**src/rtl/mfa_pkg.sv**
```systemverilog
// ----------------------------------------------------------------------------
// mfa_pkg: shared types and constants of the mains frequency averager
// Request and result structs, divider interface structs, arithmetic widths,
// reset values and configuration register indexes.
// ----------------------------------------------------------------------------
package mfa_pkg;

  // Reference clock and fixed-point format of the frequency.
  localparam int unsigned CLOCK_HZ    = 20000000;
  localparam int unsigned FRAC_BITS   = 16;
  localparam int unsigned PERIOD_BITS = 24;

  // Numerator of the reciprocal: CLOCK_HZ scaled by the fraction bits.
  localparam logic [63:0] FREQ_NUM = 64'(CLOCK_HZ) << FRAC_BITS;
  localparam int unsigned NUM_W    = $clog2(FREQ_NUM + 64'd1);

  // Frequency width (16 integer bits), sum width and divider widths.
  localparam int unsigned Q_W   = 16 + FRAC_BITS;
  localparam int unsigned SUM_W = 40;
  localparam int unsigned DVD_W = (NUM_W > SUM_W) ? NUM_W : SUM_W;
  localparam int unsigned DVS_W = PERIOD_BITS;
  localparam int unsigned CNT_W = $clog2(DVD_W + 1);

  // Configuration port.
  localparam int unsigned APB_AW    = 5;
  localparam int unsigned REG_IDX_W = 3;
  localparam logic [REG_IDX_W-1:0] REG_CYCLES_PER_REPORT = 3'd0;
  localparam logic [REG_IDX_W-1:0] REG_REJECT_LOW        = 3'd1;
  localparam logic [REG_IDX_W-1:0] REG_REJECT_HIGH       = 3'd2;
  localparam logic [REG_IDX_W-1:0] REG_PHASE_LOW         = 3'd3;
  localparam logic [REG_IDX_W-1:0] REG_PHASE_HIGH        = 3'd4;

  // Register reset values.
  localparam logic [7:0]  RST_CYCLES_PER_REPORT = 8'd60;
  localparam logic [15:0] RST_REJECT_LOW        = 16'd110;
  localparam logic [15:0] RST_REJECT_HIGH       = 16'd130;
  localparam logic [8:0]  RST_PHASE_LOW         = 9'd177;
  localparam logic [8:0]  RST_PHASE_HIGH        = 9'd181;

  // Time-of-day clock.
  localparam logic [4:0] RST_HOURS   = 5'd21;
  localparam logic [5:0] RST_MINUTES = 6'd48;
  localparam logic [5:0] RST_SECONDS = 6'd0;
  localparam logic [5:0] LAST_SECOND = 6'd59;
  localparam logic [5:0] LAST_MINUTE = 6'd59;
  localparam logic [4:0] LAST_HOUR   = 5'd23;

  // Event kinds.
  localparam logic FUNC_PERIOD = 1'b0;
  localparam logic FUNC_PHASE  = 1'b1;

  typedef struct packed {
    logic        func;
    logic [23:0] period_count;
    logic [8:0]  phase_deg;
  } in_t;

  typedef struct packed {
    logic [31:0] avg_freq_q16;
    logic        divisor_zero;
    logic [8:0]  spurious_count;
    logic        phase_missed;
    logic [4:0]  hours;
    logic [5:0]  minutes;
    logic [5:0]  seconds;
    logic [31:0] uptime_seconds;
  } out_t;

  typedef struct packed {
    logic             start;
    logic [DVD_W-1:0] dividend;
    logic [DVS_W-1:0] divisor;
  } div_req_t;

  typedef struct packed {
    logic             done;
    logic [DVD_W-1:0] quotient;
  } div_rsp_t;

endpackage

```
**src/rtl/mfa_div.sv**
```systemverilog
// ----------------------------------------------------------------------------
// mfa_div: shared radix-2 restoring divider
// Produces one quotient bit per cycle; done pulses for one cycle when the
// quotient is complete. The divisor must be non-zero.
// ----------------------------------------------------------------------------
module mfa_div (
  input  logic              clk,
  input  logic              rst,
  input  mfa_pkg::div_req_t req,
  output mfa_pkg::div_rsp_t rsp
);

  logic [mfa_pkg::CNT_W-1:0] count;
  logic                      done;
  logic [mfa_pkg::DVS_W-1:0] rem;
  logic [mfa_pkg::DVD_W-1:0] dvd;
  logic [mfa_pkg::DVS_W-1:0] dvs;
  logic [mfa_pkg::DVS_W:0]   shifted;
  logic [mfa_pkg::DVS_W:0]   trial;
  logic                      no_borrow;

  always_comb begin
    shifted   = {rem, dvd[mfa_pkg::DVD_W-1]};
    trial     = shifted - {1'b0, dvs};
    no_borrow = ~trial[mfa_pkg::DVS_W];
  end

  always_ff @(posedge clk) begin
    if (rst) begin
      count <= '0;
      done  <= 1'b0;
    end else begin
      done <= (count == mfa_pkg::CNT_W'(1));
      if (req.start) begin
        count <= mfa_pkg::CNT_W'(mfa_pkg::DVD_W);
      end else if (count != '0) begin
        count <= count - mfa_pkg::CNT_W'(1);
      end
    end
  end

  // The partial remainder always stays below the divisor.
  always_ff @(posedge clk) begin
    if (req.start) begin
      rem <= '0;
      dvd <= req.dividend;
      dvs <= req.divisor;
    end else if (count != '0) begin
      rem <= no_borrow ? trial[mfa_pkg::DVS_W-1:0] : shifted[mfa_pkg::DVS_W-1:0];
      dvd <= {dvd[mfa_pkg::DVD_W-2:0], no_borrow};
    end
  end

  assign rsp.done     = done;
  assign rsp.quotient = dvd;

endmodule

```
**src/rtl/mains_frequency_averager_core.sv**
```systemverilog
// ----------------------------------------------------------------------------
// mains_frequency_averager_core: averaging reciprocal-period mains meter
// Converts measured mains periods to Q16.16 frequencies, averages them over a
// programmable number of cycles and issues one report per interval.
// ----------------------------------------------------------------------------
// Usage. Requests arrive on in_valid/in_stall/in_data. A phase request
// (func = 1) is taken without raising in_stall and only updates the sticky
// phase flag. A period request (func = 0) with a non-zero period is divided
// into the reference clock by a shared bit-serial divider, one quotient bit
// per cycle, and the block raises in_stall while it works. A period of
// zero is accepted and dropped. When the interval is complete the same
// divider forms the average, so a reporting request occupies the block for
// both divisions. The divider is as wide as the 41-bit numerator.
// Reports leave on out_valid/out_stall/out_data through an output register.
// The block goes on taking requests while a report waits; only a second
// report that finds the register still full holds the block until the
// first one is taken. Reset returns all counters, the phase flag and the
// time-of-day clock (21:48:00) and the configuration to their defaults.
// Configuration is written over the APB-style port; the user must write it
// only while idle, as the block itself does not enforce this.
// ----------------------------------------------------------------------------
module mains_frequency_averager_core (
  input  logic                       clk,
  input  logic                       rst,
  // Request channel.
  input  logic                       in_valid,
  output logic                       in_stall,
  input  mfa_pkg::in_t               in_data,
  // Report channel.
  output logic                       out_valid,
  input  logic                       out_stall,
  output mfa_pkg::out_t              out_data,
  // Configuration port.
  input  logic                       psel,
  input  logic                       penable,
  input  logic                       pwrite,
  input  logic [mfa_pkg::APB_AW-1:0] paddr,
  input  logic [31:0]                pwdata,
  output logic [31:0]                prdata,
  output logic                       pready
);

  // Sequencer states.
  typedef enum logic [5:0] {
    ST_IDLE  = 6'b000001,
    ST_FREQ  = 6'b000010,
    ST_ACCUM = 6'b000100,
    ST_CHECK = 6'b001000,
    ST_AVG   = 6'b010000,
    ST_LOAD  = 6'b100000
  } state_t;

  state_t state;

  // Configuration registers.
  logic [7:0]  cycles_per_report;
  logic [15:0] reject_low_hz;
  logic [15:0] reject_high_hz;
  logic [8:0]  phase_low_deg;
  logic [8:0]  phase_high_deg;

  // Interval accumulators and clock.
  logic [7:0]                cycle_count;
  logic [8:0]                spurious_total;
  logic [mfa_pkg::SUM_W-1:0] freq_sum;
  logic                      phase_flag;
  logic [4:0]                tod_hours;
  logic [5:0]                tod_minutes;
  logic [5:0]                tod_seconds;
  logic [31:0]               uptime;

  // Working registers.
  logic [mfa_pkg::Q_W-1:0] freq_q;
  logic [31:0]             avg_q;
  logic                    avg_zero;

  // Divider.
  mfa_pkg::div_req_t div_req;
  mfa_pkg::div_rsp_t div_rsp;

  logic                          in_accept;
  logic                          cfg_write;
  logic [mfa_pkg::REG_IDX_W-1:0] reg_idx;
  logic [mfa_pkg::Q_W-1:0]       freq_sat;
  logic [31:0]                   avg_sat;
  logic [mfa_pkg::Q_W-1:0]       reject_lo_q;
  logic [mfa_pkg::Q_W-1:0]       reject_hi_q;
  logic                          spurious;
  logic [8:0]                    spurious_inc;
  logic [7:0]                    half_spurious;
  logic                          divisor_le_zero;
  logic [7:0]                    avg_divisor;
  logic                          report_due;
  logic                          phase_bad;
  logic                          out_free;
  logic                          load_out;
  logic [4:0]                    hours_next;
  logic [5:0]                    minutes_next;
  logic [5:0]                    seconds_next;

  assign in_stall  = (state != ST_IDLE);
  assign in_accept = in_valid & ~in_stall;
  assign pready    = 1'b1;
  assign cfg_write = psel & penable & pwrite;
  assign reg_idx   = paddr[mfa_pkg::APB_AW-1:2];

  // The phase window is inclusive; an empty window flags every phase.
  assign phase_bad = (in_data.phase_deg < phase_low_deg) ||
                     (in_data.phase_deg > phase_high_deg);

  // Quotients beyond the result format are clamped to its largest value.
  assign freq_sat = (|div_rsp.quotient[mfa_pkg::DVD_W-1:mfa_pkg::Q_W]) ?
                    '1 : div_rsp.quotient[mfa_pkg::Q_W-1:0];
  assign avg_sat  = (|div_rsp.quotient[mfa_pkg::DVD_W-1:32]) ?
                    '1 : div_rsp.quotient[31:0];

  // A frequency strictly inside the reject window is a spurious crossing.
  assign reject_lo_q  = mfa_pkg::Q_W'(reject_low_hz) << mfa_pkg::FRAC_BITS;
  assign reject_hi_q  = mfa_pkg::Q_W'(reject_high_hz) << mfa_pkg::FRAC_BITS;
  assign spurious     = (freq_q > reject_lo_q) && (freq_q < reject_hi_q);
  assign spurious_inc = spurious_total + 9'd1;

  // Every pair of spurious crossings stands for one mains cycle, so the
  // average divides by the good cycles only.
  assign half_spurious   = spurious_total[8:1];
  assign divisor_le_zero = (cycle_count <= half_spurious);
  assign avg_divisor     = cycle_count - half_spurious;
  assign report_due      = (cycle_count >= cycles_per_report);

  // The report register is free when empty or being taken this cycle.
  assign out_free = ~out_valid | ~out_stall;
  assign load_out = (state == ST_LOAD) && out_free;

  // Time of day after one more second.
  always_comb begin
    hours_next   = tod_hours;
    minutes_next = tod_minutes;
    seconds_next = tod_seconds + 6'd1;
    if (tod_seconds >= mfa_pkg::LAST_SECOND) begin
      seconds_next = '0;
      minutes_next = tod_minutes + 6'd1;
      if (tod_minutes >= mfa_pkg::LAST_MINUTE) begin
        minutes_next = '0;
        hours_next   = tod_hours + 5'd1;
        if (tod_hours >= mfa_pkg::LAST_HOUR) begin
          hours_next = '0;
        end
      end
    end
  end

  // Divider requests: the reciprocal of the period, then the average.
  always_comb begin
    div_req.start    = 1'b0;
    div_req.dividend = mfa_pkg::FREQ_NUM[mfa_pkg::DVD_W-1:0];
    div_req.divisor  = in_data.period_count[mfa_pkg::DVS_W-1:0];
    case (state)
      ST_IDLE: begin
        div_req.start = in_accept && (in_data.func == mfa_pkg::FUNC_PERIOD) &&
                        (in_data.period_count[mfa_pkg::PERIOD_BITS-1:0] != '0);
      end
      ST_CHECK: begin
        div_req.start    = report_due && ~divisor_le_zero;
        div_req.dividend = mfa_pkg::DVD_W'(freq_sum);
        div_req.divisor  = mfa_pkg::DVS_W'(avg_divisor);
      end
      default: begin
        div_req.start = 1'b0;
      end
    endcase
  end

  mfa_div u_div (
    .clk (clk),
    .rst (rst),
    .req (div_req),
    .rsp (div_rsp)
  );

  // Sequencer and interval state.
  always_ff @(posedge clk) begin
    if (rst) begin
      state          <= ST_IDLE;
      cycle_count    <= '0;
      spurious_total <= '0;
      freq_sum       <= '0;
      phase_flag     <= 1'b0;
      tod_hours      <= mfa_pkg::RST_HOURS;
      tod_minutes    <= mfa_pkg::RST_MINUTES;
      tod_seconds    <= mfa_pkg::RST_SECONDS;
      uptime         <= '0;
    end else begin
      case (state)
        ST_IDLE: begin
          if (in_accept) begin
            if (in_data.func == mfa_pkg::FUNC_PHASE) begin
              if (phase_bad) begin
                phase_flag <= 1'b1;
              end
            end else if (div_req.start) begin
              state <= ST_FREQ;
            end
          end
        end
        ST_FREQ: begin
          if (div_rsp.done) begin
            state <= ST_ACCUM;
          end
        end
        ST_ACCUM: begin
          if (spurious) begin
            spurious_total <= spurious_inc;
            if (!spurious_inc[0]) begin
              cycle_count <= cycle_count + 8'd1;
            end
          end else begin
            cycle_count <= cycle_count + 8'd1;
            freq_sum    <= freq_sum + mfa_pkg::SUM_W'(freq_q);
          end
          state <= ST_CHECK;
        end
        ST_CHECK: begin
          if (!report_due) begin
            state <= ST_IDLE;
          end else if (divisor_le_zero) begin
            state <= ST_LOAD;
          end else begin
            state <= ST_AVG;
          end
        end
        ST_AVG: begin
          if (div_rsp.done) begin
            state <= ST_LOAD;
          end
        end
        ST_LOAD: begin
          if (out_free) begin
            cycle_count    <= '0;
            spurious_total <= '0;
            freq_sum       <= '0;
            phase_flag     <= 1'b0;
            tod_hours      <= hours_next;
            tod_minutes    <= minutes_next;
            tod_seconds    <= seconds_next;
            uptime         <= uptime + 32'd1;
            state          <= ST_IDLE;
          end
        end
        default: begin
          state <= ST_IDLE;
        end
      endcase
    end
  end

  // Quotient capture.
  always_ff @(posedge clk) begin
    if ((state == ST_FREQ) && div_rsp.done) begin
      freq_q <= freq_sat;
    end
    if (state == ST_CHECK) begin
      avg_q    <= '0;
      avg_zero <= divisor_le_zero;
    end else if ((state == ST_AVG) && div_rsp.done) begin
      avg_q <= avg_sat;
    end
  end

  // Report register.
  always_ff @(posedge clk) begin
    if (rst) begin
      out_valid <= 1'b0;
    end else if (load_out) begin
      out_valid <= 1'b1;
    end else if (!out_stall) begin
      out_valid <= 1'b0;
    end
  end

  always_ff @(posedge clk) begin
    if (load_out) begin
      out_data.avg_freq_q16   <= avg_q;
      out_data.divisor_zero   <= avg_zero;
      out_data.spurious_count <= spurious_total;
      out_data.phase_missed   <= phase_flag;
      out_data.hours          <= hours_next;
      out_data.minutes        <= minutes_next;
      out_data.seconds        <= seconds_next;
      out_data.uptime_seconds <= uptime + 32'd1;
    end
  end

  // Configuration registers; writes beyond the register list are dropped.
  always_ff @(posedge clk) begin
    if (rst) begin
      cycles_per_report <= mfa_pkg::RST_CYCLES_PER_REPORT;
      reject_low_hz     <= mfa_pkg::RST_REJECT_LOW;
      reject_high_hz    <= mfa_pkg::RST_REJECT_HIGH;
      phase_low_deg     <= mfa_pkg::RST_PHASE_LOW;
      phase_high_deg    <= mfa_pkg::RST_PHASE_HIGH;
    end else if (cfg_write && pready) begin
      case (reg_idx)
        mfa_pkg::REG_CYCLES_PER_REPORT: cycles_per_report <= pwdata[7:0];
        mfa_pkg::REG_REJECT_LOW:        reject_low_hz     <= pwdata[15:0];
        mfa_pkg::REG_REJECT_HIGH:       reject_high_hz    <= pwdata[15:0];
        mfa_pkg::REG_PHASE_LOW:         phase_low_deg     <= pwdata[8:0];
        mfa_pkg::REG_PHASE_HIGH:        phase_high_deg    <= pwdata[8:0];
        default: begin
        end
      endcase
    end
  end

  always_comb begin
    case (reg_idx)
      mfa_pkg::REG_CYCLES_PER_REPORT: prdata = 32'(cycles_per_report);
      mfa_pkg::REG_REJECT_LOW:        prdata = 32'(reject_low_hz);
      mfa_pkg::REG_REJECT_HIGH:       prdata = 32'(reject_high_hz);
      mfa_pkg::REG_PHASE_LOW:         prdata = 32'(phase_low_deg);
      mfa_pkg::REG_PHASE_HIGH:        prdata = 32'(phase_high_deg);
      default:                        prdata = '0;
    endcase
  end

endmodule

```
**config.mk**
```make
export PLATFORM = sky130hd
export DESIGN_NAME = mains_frequency_averager_core
export DESIGN_NICKNAME = d
export VERILOG_FILES = /design/src/rtl/mfa_pkg.sv /design/src/rtl/mfa_div.sv /design/src/rtl/mains_frequency_averager_core.sv
export SDC_FILE = /design/constraint.sdc
export NUM_CORES = 1
export LEC_CHECK = 0
export BUFFER_PORTS_ARGS = -buffer_cell sky130_fd_sc_hd__buf_2
export CAP_MARGIN = 20
export CORE_MARGIN = 2
export CORE_UTILIZATION = 45
export DETAILED_ROUTE_END_ITERATION = 6
export PLACE_DENSITY_LB_ADDON = 0.08
export SLEW_MARGIN = 0
export SYNTH_ARGS = -nofsm -noshare
export SYNTH_HDL_FRONTEND = slang
export SYNTH_SLANG_ARGS = --single-unit
```
**constraint.sdc**
```tcl
create_clock -name clk -period 4.61 [get_ports clk]
set_clock_uncertainty 0.15 [all_clocks]
set_input_delay 0.461 -clock clk [delete_from_list [all_inputs] [get_ports clk]]
set_output_delay 0.461 -clock clk [all_outputs]
set_load 0.1 [all_outputs]
```
======== Yosys cells after proc, flatten, opt, wreduce, memory -nomap -nowiden ========
Cells that the tools add are included.
storage, ports and cells
  register bits after elaboration ......... 425
  input bits .............................. 78
  output and inout port bits .............. 127
  word-level logic and storage cells ...... 154
operators by class
  add/sub/neg operators ................... 10
  order comparisons ....................... 9
  equal/unequal tests ..................... 24
  muxes and demuxes ....................... 41
  bitwise gates (word level) .............. 10
  reductions and logical operators ........ 27
operator list
  kind                                                                    number
  41-bit 2-to-1 mux                                                       2
  40-bit 2-to-1 mux                                                       2
  16-bit one-hot mux with 5 select lines                                  1
  40-bit one-hot mux with 2 select lines                                  1
  6-bit 2-to-1 mux                                                        13
  65-bit 2-to-1 mux                                                       1
  40-bit by 32-bit adder with 40-bit output                               1
  6-bit one-hot mux with 6 select lines                                   1
  32-bit by 1-bit adder with 32-bit output (second input constant)        1
  32-bit greater-than comparator                                          1
  32-bit less-than comparator                                             1
  32-bit 2-to-1 mux                                                       1
  25-bit by 24-bit subtractor with 25-bit output                          1
  24-bit 2-to-1 mux                                                       1
  8-bit 2-to-1 mux                                                        3
  24-bit nonzero test                                                     1
  9-bit 2-to-1 mux                                                        2
  9-bit one-hot mux with 2 select lines                                   1
  2-bit != test (second input constant)                                   8
  8-bit one-hot mux with 2 select lines                                   1
  5-bit 2-to-1 mux                                                        3
  6-bit by 1-bit adder with 6-bit output (second input constant)          2
  6-bit by 1-bit equality test with 1-bit output (second input constant)  2
  6-bit greater-or-equal comparator (second input constant)               2
  37 further kinds                                                        68

======== Depth between registers and ports, before layout ========
  depth after elaboration ................. 10
  depth in mapped cells ................... 15
  mapped depth without buffers ............ 14

======== Hierarchy ========
From an unflattened synthesis, not the netlist that was laid out.
unflattened totals
  cells, all modules ...................... 2,324
  area, all modules ....................... 22,301.4 um^2
by module, submodules not included
  module                         instances  cells an instance  area an instance (um^2)  seq. area each (um^2)
  mains_frequency_averager_core  1          1,840              17,078.9                 7,837.5
  mfa_div                        1          484                5,222.5                  2,572.5

======== Least setup slack after synthesis ========
Ideal clock, no wire load.
  path kind ............................... input to output
  start ................................... input port paddr[3] (netlist name)
  end ..................................... output port prdata[8]
  arrival ................................. 3,597 ps
  slack ................................... 402 ps
  stages on the path ...................... 4
  buffers on the path ..................... 3
  cells stage by stage .................... clkbuf_1 clkbuf_1 buf_1 o32ai_1
between the ends
  cells in the longest elaborated chain, start to end .. 2
RTL lines
  element                                            RTL line                              source
  start: declaration                                 mains_frequency_averager_core.sv:37   input logic [mfa_pkg::APB_AW-1:0] paddr,
  3-bit equality test, or another cell as far along  mains_frequency_averager_core.sv:315  case (reg_idx)
  16-bit one-hot mux with 5 select lines *           mains_frequency_averager_core.sv:315
  end: declaration                                   mains_frequency_averager_core.sv:39   output logic [31:0] prdata,
Mark *: on every way between the ends. The rest lies on a longest branch, timed or not.

======== Worst setup path in the final report ========
  start ................................... register u_div.dvd[40] (netlist name)
  end ..................................... register u_div.rem[1] (netlist name)
between the ends
  cells in the longest elaborated chain, start to end .. 2
RTL lines
  element                                         RTL line       source
  start: declaration                              mfa_div.sv:16  logic [mfa_pkg::DVD_W-1:0] dvd;
  start signal: assignment                        mfa_div.sv:46  dvd <= req.dividend;
  start signal: assignment                        mfa_div.sv:50  dvd <= {dvd[mfa_pkg::DVD_W-2:0], no_borrow};
  25-bit by 24-bit subtractor with 25-bit output  mfa_div.sv:24  trial = shifted - {1'b0, dvs};
  24-bit 2-to-1 mux                               mfa_div.sv:49  rem <= no_borrow ? trial[mfa_pkg::DVS_W-1:0] : shifted[mfa_pkg::DVS_W-1:0];
  end signal: assignment                          mfa_div.sv:49
  end: declaration                                mfa_div.sv:15  logic [mfa_pkg::DVS_W-1:0] rem;
No other way between the ends.
A chain may end at the register's enable or synchronous reset.

==> flow_summary_export.csv <==
group,metric,value,unit
timing,final_hold_viol_count,0,
yosys,ys.warnings.count,0,
critical_path,critPathLaunchType,"flip-flop",
yosys,synth_ff_type,"dfxtp_1",
power_and_ir_drop,ir_worst_vdd,0.0003298,V
yosys,synth_mux_area_frac,0.04273,
critical_path,path_delay_family,"compound AO/OA/AOI/OAI gates",
routing,drt-total-wl,53970,µm
floorplan,coreArea,0.04785,mm²
clocking,clockBufferDepth,3,
outcome,status,"complete, no violations",
place,dpl-instance-area,0.02322,mm²
yosys,synth_compound_area_frac,0.1369,
critical_path,path_buf_inv,2,
finish,antenna_cells,0,
timing,setup_violations,0,
timing,tightest_slew,1.099,ns
yosys,synthSimpleGateAreaFrac,0.1706,
timing,fin_crit,3.859,ns
finish,synthToLayoutAreaGrowth,14.52,%
critical_path,critPathMaxFanout,8,
clocking,clock-sinks,425,
place,dp_hpwl,38250,µm
floorplan,die_w,224.5,µm
routing,drtPass1Iterations,5,
hold_path,hold_class,"in2reg",
critical_path,crit_arrival,4.23,ns
floorplan,dieHeight,224.5,µm
critical_path,path_class,"reg2reg",
routing,vias,16800,
finish,final_area,0.02505,mm²
global_routing,antenna_found_initial,0,
critical_path,endpoint_kind,"flip-flop",
critical_path,critPathSlowestCell,"fa_1",
clocking,insertion_delay,0.59,ns
critical_path,cp.required,4.98,ns
critical_path,crit_start,"u_div.dvd[40]$_DFFE_PP_",
clocking,numCtsBuffers,47,
clocking,clk_pin_slew_worst_paths,0.06,ns
yosys,synthesis.area,0.02187,mm²
clocking,htree_num_levels,2,
floorplan,num_rows,80,
global_routing,grt-ovfl-total,0,
floorplan,start_util,0.4572,
timing,max_freq,259.1,MHz
routing,remaining_drc_errors,0,
yosys,synth_top_area_share,0.2608,
global_routing,grt_pass1_wl,86610,µm
yosys,synth_fa_ha_area_frac,0.07654,
yosys,syn_avg_cell_area,9.518,µm²
critical_path,crit_chain,"inv_1, ha_1, fa_1, nand2b_1, a21oi_1, o2111ai_1, a21boi_2, a31oi_2, o21ai_4, xor2_4, buf_4, mux2_2, o21ai_1",
timing,finalCritPeriodShare,0.8372,
floorplan,die_area,0.05039,mm²
yosys,netlist.top_cell.by_area,"edfxtp_1",
critical_path,reg2reg_from,"u_div.dvd[40]$_DFFE_PP_",
power_and_ir_drop,leakage,10.09,nW
finish,drive_above_1_share,0.1359,
finish,fill_cells,4391,
finish,fin_nets,2666,
yosys,ys_types,90,
finish,utilization,0.5235,
yosys,async_reset_ff_frac,0,
timing,rsz0062_at_grt,"false",
yosys,synthCells,2298,
yosys,synth_top_family_by_area,"simple AND/OR/NAND/NOR gates",
yosys,synth-xor-area-share,0.05171,
timing,drv_slew,0,
routing,viasPerCell,5.402,
yosys,synth-seq-cells,425,
yosys,synth.most_common_cell,"nand2_1",
routing,drt_iter0_drc,1118,
timing,slew_headroom,0.2646,
place,gp_congestion,0.8874,
routing,drt-wirelength-per-cell,17.35,µm
yosys,ys_top_cells_by_area,"edfxtp_1 (26%), dfxtp_1 (22%), ha_1 (7.4%)",
yosys,synth_edf_count,190,
clocking,cts_tree,"built",
hold_path,min_from,"in_data[26]",
global_routing,grt_usage,0.2133,
critical_path,crit_path_max_incr_delay,0.42,ns
yosys,netlist_top_cells_count,"nand2_1 (299), dfxtp_1 (235), nor2_1 (197)",
yosys,synth_seq_area_share,0.4759,
global_routing,grt_max_degree,83,
routing,ant_nets,0,
place,portBuffers,169,
clocking,cts_root_buf,"clkbuf_16",
timing,tns,0,ns
power_and_ir_drop,power.density,417.6,mW/mm²
job,cap_violations,0,
floorplan,num_io_pins,205,
global_routing,grt_pass1_vias,16410,
[placed cells by master (no fill, tap or decap), types with 10 or more instances in the layout]
master	n
xnor2_1	74
xor2_1	52
or2_2	35
a21o_1	42
conb_1	17
mux2i_1	90
nor2b_1	17
nor4_1	19
edfxtp_1	190
nor3_1	25
nand2b_1	16
a31oi_1	15
dfxtp_1	235
nor2_1	197
and3_1	10
nand4_1	28
buf_4	27
buf_2	168
and2_1	28
o22ai_1	10
dlygate4sd3_1	19
inv_1	109
nand2_1	298
nand3_1	57
o21ai_1	39
clkbuf_1	13
clkbuf_16	49
or3_1	18
o211ai_1	20
a21oi_1	175
ha_1	129
o21ai_0	91
o21a_1	14
[power by group]
part           internal (mW)  total (mW)  switching, mW
registers               4.35        4.55          0.197
clock network           2.30        3.89           1.58
logic                  0.789        2.02           1.23
total                   7.45        10.5           3.02
[layer usage]
| layer | share of wire | up-vias | GRT usage |
|---|---|---|---|
| met1 | 0.48 | 8012 | 0.2938 |
| met3 | 0.040 | 89 | 0.03096 |
| met5 | 0.0011 | - | 0.009775 |
| li1 | - | 8394 | - |
| met4 | 0.024 | 2 | 0.06793 |
| met2 | 0.46 | 304 | 0.3459 |
[final timing paths]
| kind | depth (start not counted) | end | slack [ns] |
|---|---|---|---|
| max | 13 | u_div.rem[1]$_SDFFE_PN0N_ | 0.75 |
| min | 2 | u_div.dvs[17]$_SDFFCE_PN0N_ | 0.02 |
| max reg2reg | 13 | u_div.rem[1]$_SDFFE_PN0N_ | 0.75 |
| min reg2reg | 0 | out_data[85]$_DFFE_PP_ | 0.28 |
[state kept, by name, indices dropped and copies added (netlist names), 16 cells and up]
signal and count:
avg_q 32, freq_sum 40, u_div.rem 24, reject_high_hz 16
uptime 32, reject_low_hz 16, out_data 92, freq_q 32
u_div.dvd 41, u_div.dvs 24
[metrics by stage]
stage	std cells	power, mW	setup WS [ns]	hold slack (ns)
6_report	3110	10.46	0.7507	0.02269
5_1_grt	3110	10.99	0.5354	0.01776
4_1_cts	3109	10.57	0.7287	0.0002555
3_5_place_dp	3002	6.637	0.7876	0.2654
3_3_place_gp	3001	6.571	0.8501	0.2682
2_1_floorplan	2313	6.173	0.4024	0.2503
[layout make-up]
cell class	count	area, µm²	area share
clock buffers	69	1371	0.05475
well taps	615	769.5	0.03072
inverters	114	430.4	0.01718
repair buffers	216	1272	0.05080
clock inverters	19	242.7	0.009690
flip-flops and latches	425	10410	0.4156
multi-input cells	1652	10550	0.4213
[kinds of logic (layout without fill, tap and decap cells)]
logic type | count (synthesis) | after routing
muxes | 93 | 93
AOI/OAI and AO/OA | 490 | 490
adders and majority gates | 132 | 132
xor gates and xnor gates | 127 | 127
other | 2 | 17
and+or+nand+nor | 793 | 793
DFF | 425 | 425
buffers and inverters | 236 | 418
[timing repair]
action | in CTS | in global routing
hold buffers | 19 | 0
endpoints found under the hold margin | 27 | 0
resized for setup | 0 | 0
buffers inserted | 0 | 0
No activity file was read; power rests on OpenSTA's default activity.
